===== config.mk =====
export PLATFORM = sky130hd
export DESIGN_NAME = afc_ctrl
export DESIGN_NICKNAME = d
export VERILOG_FILES = /design/src/design/animated_frame_compositor_core_assert.svh /design/src/design/afc_pkg.sv /design/src/design/afc_ctrl.sv
export SDC_FILE = /design/constraint.sdc
export NUM_CORES = 1
export LEC_CHECK = 0
export BUFFER_PORTS_ARGS = -buffer_cell sky130_fd_sc_hd__buf_2
export CAP_MARGIN = 20
export CORE_MARGIN = 4
export CORE_UTILIZATION = 25
export DETAILED_ROUTE_END_ITERATION = 7
export GPL_TIMING_DRIVEN = 0
export RECOVER_POWER = 50
export SYNTH_ARGS = -nofsm -noshare
export SYNTH_HDL_FRONTEND = slang
export SYNTH_SLANG_ARGS = --single-unit

===== constraint.sdc =====
create_clock -name clk -period 1.74 [get_ports clk]
set_input_delay 0.087 -clock clk [delete_from_list [all_inputs] [get_ports clk]]
set_output_delay 0.087 -clock clk [all_outputs]
set_load 0.005 [all_outputs]

===== src/design/animated_frame_compositor_core_assert.svh =====
// Assertion macros for the compositor core.
// Both expect clk and rst_n in the scope where they are used.
`ifndef ANIMATED_FRAME_COMPOSITOR_CORE_ASSERT_SVH
`define ANIMATED_FRAME_COMPOSITOR_CORE_ASSERT_SVH
`ifndef SYNTHESIS
`define AFC_ASSERT(label, prop, msg) \
    label: assert property (@(posedge clk) disable iff (!rst_n) (prop)) else $error(msg);
`define AFC_IMPLY(label, ante, cons, msg) \
    label: assert property (@(posedge clk) disable iff (!rst_n) (ante) |-> (cons)) \
        else $error(msg);
`else
`define AFC_ASSERT(label, prop, msg)
`define AFC_IMPLY(label, ante, cons, msg)
`endif
`endif


===== src/design/afc_pkg.sv =====
package afc_pkg;

    localparam int MAX_WIDTH   = 256;
    localparam int MAX_HEIGHT  = 256;
    localparam int STORE_DEPTH = MAX_WIDTH * MAX_HEIGHT;
    localparam int ADDR_W      = $clog2(STORE_DEPTH);
    localparam int CNT_W       = ADDR_W + 1;
    localparam int IDX_W       = 20;
    localparam int AREA_W      = 18;
    localparam int DIM_W       = 9;
    localparam int PIX_W       = 32;
    localparam int DIV_NUM_W   = 26;
    localparam int DIV_DEN_W   = 16;
    localparam int DIV_CNT_W   = $clog2(DIV_NUM_W);
    localparam int CFG_IDX_W   = 2;
    localparam int CFG_DATA_W  = 16;

    localparam logic [1:0] OP_HEADER = 2'd0;
    localparam logic [1:0] OP_PIXEL  = 2'd1;
    localparam logic [1:0] OP_READ   = 2'd2;

    localparam logic [1:0] ST_OK      = 2'd0;
    localparam logic [1:0] ST_REFUSED = 2'd1;
    localparam logic [1:0] ST_BAD     = 2'd2;
    localparam logic [1:0] ST_NO_OUT  = 2'd3;

    localparam logic [1:0] DISP_CLEAR   = 2'd1;
    localparam logic [1:0] DISP_RESTORE = 2'd2;

    localparam logic [CFG_IDX_W-1:0] CFG_WIDTH  = 2'd0;
    localparam logic [CFG_IDX_W-1:0] CFG_HEIGHT = 2'd1;
    localparam logic [CFG_IDX_W-1:0] CFG_FRAMES = 2'd2;

    typedef enum logic [1:0] {
        KIND_HDR,
        KIND_PIX,
        KIND_READ,
        KIND_DONE
    } kind_t;

    typedef enum logic [3:0] {
        S_INIT,
        S_IDLE,
        S_DIV,
        S_PADDR,
        S_PREAD,
        S_PMUL,
        S_PWRITE,
        S_PCHECK,
        S_SWEEP,
        S_CLEAR,
        S_COMMIT,
        S_RREAD,
        S_RESP
    } state_t;

    typedef struct packed {
        logic in_ready;
        logic accept;
        logic init_run;
        logic pix_addr;
        logic pix_read;
        logic pix_mul;
        logic pix_write;
        logic sweep_start;
        logic sweep_run;
        logic clear_start;
        logic clear_run;
        logic frame_commit;
        logic rd_read;
        logic resp_load;
    } cmd_t;

    typedef struct packed {
        logic  in_valid;
        kind_t acc_kind;
        logic  div_done;
        logic  pix_last;
        logic  sweep_done;
        logic  need_clear;
        logic  clear_done;
        logic  init_done;
        logic  out_busy;
    } stat_t;

    // floor(x/255), exact for x up to 255*255
    function automatic logic [7:0] div255(input logic [15:0] x);
        logic [16:0] t;
        t = {1'b0, x} + 17'd1 + {9'd0, x[15:8]};
        return t[15:8];
    endfunction

    // (by+oy)*cw + bx+ox
    function automatic logic [IDX_W-1:0] canvas_index(input logic [7:0] bx,
                                                      input logic [7:0] by,
                                                      input logic [DIM_W-1:0] ox,
                                                      input logic [DIM_W-1:0] oy,
                                                      input logic [DIM_W-1:0] cw);
        logic [9:0]       row;
        logic [9:0]       col;
        logic [IDX_W-1:0] prod;
        row  = {2'b00, by} + {1'b0, oy};
        col  = {2'b00, bx} + {1'b0, ox};
        prod = IDX_W'(row) * IDX_W'(cw);
        return prod + IDX_W'(col);
    endfunction

endpackage


===== src/design/afc_ctrl.sv =====
module afc_ctrl
    import afc_pkg::*;
(
    input  logic  clk,
    input  logic  rst_n,
    input  stat_t stat,
    output cmd_t  cmd
);

    state_t state_reg, state_next;

    always_ff @(posedge clk or negedge rst_n)
    begin
        if (!rst_n)
            state_reg <= S_INIT;
        else
            state_reg <= state_next;
    end

    always_comb
    begin
        state_next = state_reg;
        cmd        = '0;
        unique case (state_reg)
            S_INIT:
            begin
                cmd.init_run = 1'b1;
                if (stat.init_done)
                    state_next = S_IDLE;
            end
            S_IDLE:
            begin
                cmd.in_ready = 1'b1;
                if (stat.in_valid)
                begin
                    cmd.accept = 1'b1;
                    unique case (stat.acc_kind)
                        KIND_HDR:  state_next = S_DIV;
                        KIND_PIX:  state_next = S_PADDR;
                        KIND_READ: state_next = S_RREAD;
                        default:   state_next = S_RESP;
                    endcase
                end
            end
            S_DIV:
            begin
                if (stat.div_done)
                    state_next = S_RESP;
            end
            S_PADDR:
            begin
                cmd.pix_addr = 1'b1;
                state_next   = S_PREAD;
            end
            S_PREAD:
            begin
                cmd.pix_read = 1'b1;
                state_next   = S_PMUL;
            end
            S_PMUL:
            begin
                cmd.pix_mul = 1'b1;
                state_next  = S_PWRITE;
            end
            S_PWRITE:
            begin
                cmd.pix_write = 1'b1;
                state_next    = S_PCHECK;
            end
            S_PCHECK:
            begin
                if (stat.pix_last)
                begin
                    cmd.sweep_start = 1'b1;
                    state_next      = S_SWEEP;
                end
                else
                    state_next = S_RESP;
            end
            S_SWEEP:
            begin
                cmd.sweep_run = 1'b1;
                if (stat.sweep_done)
                begin
                    if (stat.need_clear)
                    begin
                        cmd.clear_start = 1'b1;
                        state_next      = S_CLEAR;
                    end
                    else
                        state_next = S_COMMIT;
                end
            end
            S_CLEAR:
            begin
                cmd.clear_run = 1'b1;
                if (stat.clear_done)
                    state_next = S_COMMIT;
            end
            S_COMMIT:
            begin
                cmd.frame_commit = 1'b1;
                state_next       = S_RESP;
            end
            S_RREAD:
            begin
                cmd.rd_read = 1'b1;
                state_next  = S_RESP;
            end
            S_RESP:
            begin
                if (!stat.out_busy)
                begin
                    cmd.resp_load = 1'b1;
                    state_next    = S_IDLE;
                end
            end
            default:
                state_next = S_INIT;
        endcase
    end

endmodule


---- After elaboration in Yosys (flattened, before gate mapping) ----
Index checks and enable logic that the tools add are counted.
word-level totals
  register bits after elaboration ......... 4
  latch bits .............................. 0
  memory bits (writable) .................. 0
  memory bits (read-only) ................. 0
  output and inout bits ................... 14
  logic and storage cells ................. 52
  memories ................................ 0
operators by class
  add/subtract/negate cells ............... 0
  multipliers ............................. 0
  div/mod/pow operators ................... 0
  magnitude comparators ................... 0
  equal/unequal tests ..................... 20
  shifts and indexed selects .............. 0
  multiplexer cells ....................... 27
  bitwise logic cells ..................... 0
  reductions and logical operators ........ 4
operators by type and width
  kind                  number
  $pmux W4 S12          1
  $mux W4               6
  $eq A4 B4 Y1 const B  5
  $eq A4 B3 Y1 const B  4
  $mux W1               15
  $ne A2 B2 Y1 const B  6
  $pmux W4 S3           1
  $eq A4 B2 Y1 const B  2
  $mux W2               3
  $reduce_and A6 Y1     1
  $eq A4 B1 Y1 const B  1
  $logic_not A4 Y1      1
  $mux W3               1
  $eq A2 B1 Y1 const B  1
  $eq A2 B2 Y1 const B  1
  $logic_not A2 Y1      1
  $reduce_or A2 Y1      1

---- Logic depth before layout (Yosys ltp) ----
  word-level depth ........................ 4
  depth in mapped cells ................... 6
  gate-level depth less buffers ........... 6

---- Worst setup path after synthesis ----
No wires, ideal clock.
  kind .................................... reg-to-reg
  start point ............................. register state_reg[3]
  end point ............................... register state_reg[1]
  setup time .............................. 125 ps
  arrival ................................. 1,488 ps
  slack ................................... 127 ps
  cell stages (with the launch flop) ...... 6
  clock period less this slack ............ 1,613 ps
  cells stage by stage .................... dfrtp_1 buf_6 mux2_4 or3_4 nand3_2 mux2_4
on the way
  cells in the longest elaborated chain, start to end .. 3
  elaborated cells between the ends (all ways) .. 22
  classes of those cells .................. eq/ne (18); mux (1); reduce/logical (3)
ends and longest elaborated chain
  item                                                                      line            source
  start: declaration                                                        afc_ctrl.sv:10  state_t state_reg, state_next;
  start signal: assignment                                                  afc_ctrl.sv:17  state_reg <= state_next;
  $eq A4 B4 Y1 (tied with other cells)                                      afc_ctrl.sv:24  unique case (state_reg)
  $reduce_or A2 Y1 (no source line) / $ne A2 B2 Y1 (equally long branches)  -
  $pmux W4 S12 / $reduce_and A6 Y1 (equally long branches)                  -
Parallel ways exist; a longest one is shown, timed or not.
A chain may end at the register's enable or synchronous reset.

---- Worst setup path after layout ----
Same ends and word-level chain as after synthesis.

==> impl_metrics.tcl <==
set metrics [dict create \
    status "completed" \
    die_area_um2 2820 \
    crit_type "reg2reg" \
    finalInstanceArea_um2 712 \
    synth.distinct_cells 30 \
    hold_viol 0 \
    core.rowCount 16 \
    nFillCells 225 \
    met3_length_um 126 \
    wl_per_cell_um 11.3 \
    hold_class "in2reg" \
    via_per_inst 4.79 \
    post-route-min-period_ns 1.67 \
    htree_levels 1 \
    clk-insertion-delay-late_ns 0.23 \
    rsz0062_at_grt "yes" \
    synth_cells 67 \
    crit_path_end "state_reg[1]$_DFFE_PN0P_" \
    rr_startpoint "state_reg[3]$_DFFE_PN0P_" \
    maxSlewHeadroom_pct 72.5 \
    highest_layer "met3" \
    fin_worst_skew_ns 0.00205 \
    largest_reg_flops 4 \
    fin_cells 123 \
    grt_pass1_vias 535 \
    vias 589 \
    first_pass_iters 4 \
    portBuffers 25 \
    drtIter0Drc 11 \
    core_um2 1940 \
    num_antenna_cells 0 \
    antenna_found_initial 0 \
    placed_area_um2 668 \
    fp.dieH_um 53.1 \
    worst_pin_slew_ns 0.412 \
    ant_nets 0 \
    ys_ff_latch 4 \
    grt_max_degree 11 \
    ys.warnings.count 0 \
    cp_max_fo 8 \
    avgSynthCellArea_um2 7.60 \
    setup-violations-final 0 \
    syn-num-nets 81 \
    ir_drop_mv 0.516 \
    reg2reg_to "state_reg[1]$_DFFE_PN0P_" \
    whs_ns 0.169 \
    rr_worst_depth 5 \
    io-pin-count 26 \
    drv_cap 0 \
    rrSetupSlack_ns 0.07 \
    layout-drive-gt1-share_pct 38.5 \
    gr-total-overflow 0 \
    cts_sinks 4 \
    path_clk_slew_ns 0.04 \
    fin_crit_sh_pct 96.0 \
    syn_to_final_growth_pct 39.8 \
    final_max_slew_viol_count 0 \
    p_leak_nw 0.364 \
    initial_core_util_pct 26.2 \
    dp.cells 119 \
    startpoint "state_reg[3]$_DFFE_PN0P_" \
    grt_first_pass_wirelength_mm 2.31 \
    mostFrequentLayoutCell "buf_2" \
    wirelength_mm 1.40 \
    wirelength_met1_um 642 \
    drc 0 \
    dr_wl_met2_um 625 \
    cts_root_buffer "clkbuf_4" \
    seq_area_frac_synth_pct 19.7 \
    postCtsSetupRepairBufs 0 \
    seq_area_um2 100 \
    grt_use_total_pct 11.0 \
    max_freq_mhz 599 \
    cts_buffers 3 \
    cp.required_ns 1.85 \
    cts_tree "built" \
    final_cell_mix "buf_2 (23), nor2_1 (10), clkbuf_1 (6)" \
    fin_nets 112 \
    synth.cell_area_um2 509 \
    start_kind "flip-flop" \
    hpwl_mm 1.10 \
    pwr_density_cell_nw_per_um2 1590 \
    cts_buffer_depth 2 \
    power_mw 1.13 \
    finalSetupTns_ns 0 \
    die_w_um 53.1 \
    gp_congestion 0.837 \
    multi_input_area_um2 380 \
    cp-end-kind "flip-flop" \
    worstPathArrival_ns 1.78 \
]
[how the worst min path moves through the flow]
stage	from	depth (start not counted)	endpoint	slack, ns
6_report	stat[0]	3	state_reg[2]$_DFFE_PN0P_	0.17
5_1_grt	stat[0]	3	state_reg[2]$_DFFE_PN0P_	0.18
4_1_cts	stat[0]	3	state_reg[2]$_DFFE_PN0P_	0.16
3_5_place_dp	rst_n	1	state_reg[3]$_DFFE_PN0P_	-0.11
3_3_place_gp	rst_n	1	state_reg[3]$_DFFE_PN0P_	-0.11
2_1_floorplan	rst_n	0	state_reg[0]$_DFFE_PN0P_	-0.21
[where the power goes]
group / switching (mW) / internal (mW)
registers: 0.0350 / 0.140
logic: 0.447 / 0.394
clock network: 0.0350 / 0.0769
[cell type report]
cell class,count,area share (%)
multi-input cells,54,53.4
repair buffers,26,18.5
flip-flops and latches,4,14.1
well taps,27,4.75
plain buffers,6,4.57
clock buffers,3,3.16
inverters,3,1.58
[Yosys cell counts (all sizes together)]
master  count  area [µm²]
nor2b       4        25.0
nand3       3        20.0
mux2        3        45.0
and3        1        6.26
buf         3        21.3
nand2b      3        18.8
nor4b       1        8.76
o32a        1        10.0
inv         3        11.3
ha          2        25.0
nor4        2        12.5
a22o        1        8.76
o21bai      1        7.51
and4b       2        20.0
o31ai       1        7.51
o22ai       2        12.5
mux2i       2        20.0
dfrtp       4         100
a21oi       3        15.0
clkbuf      3        11.3
nor2       10        37.5
and2        1        6.26
nor3        4        20.0
nand2       3        11.3
o21ai       2        10.0
or3         1        11.3
nand4       1        6.26
[worst max-delay path, stage by stage, from the launching register on]
cell	delay, ns
dfrtp_1	0.37
buf_6	0.14
mux2_4	0.29
or3_4	0.33
nand3_2	0.12
mux2_4	0.30
[timing repair]
item	4_1_cts	5_1_grt
hold endpoints to repair	4	0
hold buffers	1	0
resized for setup	0	4
setup endpoints to repair	0	3
[cell families (layout without fill, tap and decap cells)]
kind of cell	after synthesis	in the layout	synth area share (%)
AO/OA/AOI/OAI	11	11	14.0
adder cells (fa/ha/maj)	2	2	4.91
buffers and inverters	9	38	8.60
flip-flops	4	4	19.7
multiplexers	5	5	12.8
AND/OR/NAND/NOR	36	36	40.1
[through the flow]
step	setup slack (ns)	util, %
finish	0.0701	36.7
global route	-0.0125	36.7
CTS	0.0516	36.1
detailed placement	0.0689	34.4
global placement	0.0618	34.4
floorplan	0.127	-
[metal layers]
metal | up-vias | global-route usage, %
met5 | - | 0
met4 | 0 | 1.28
met3 | 0 | 4.51
met2 | 23 | 16.5
met1 | 265 | 15.0
li1 | 301 | -
Power figures use the tool's default switching activity.
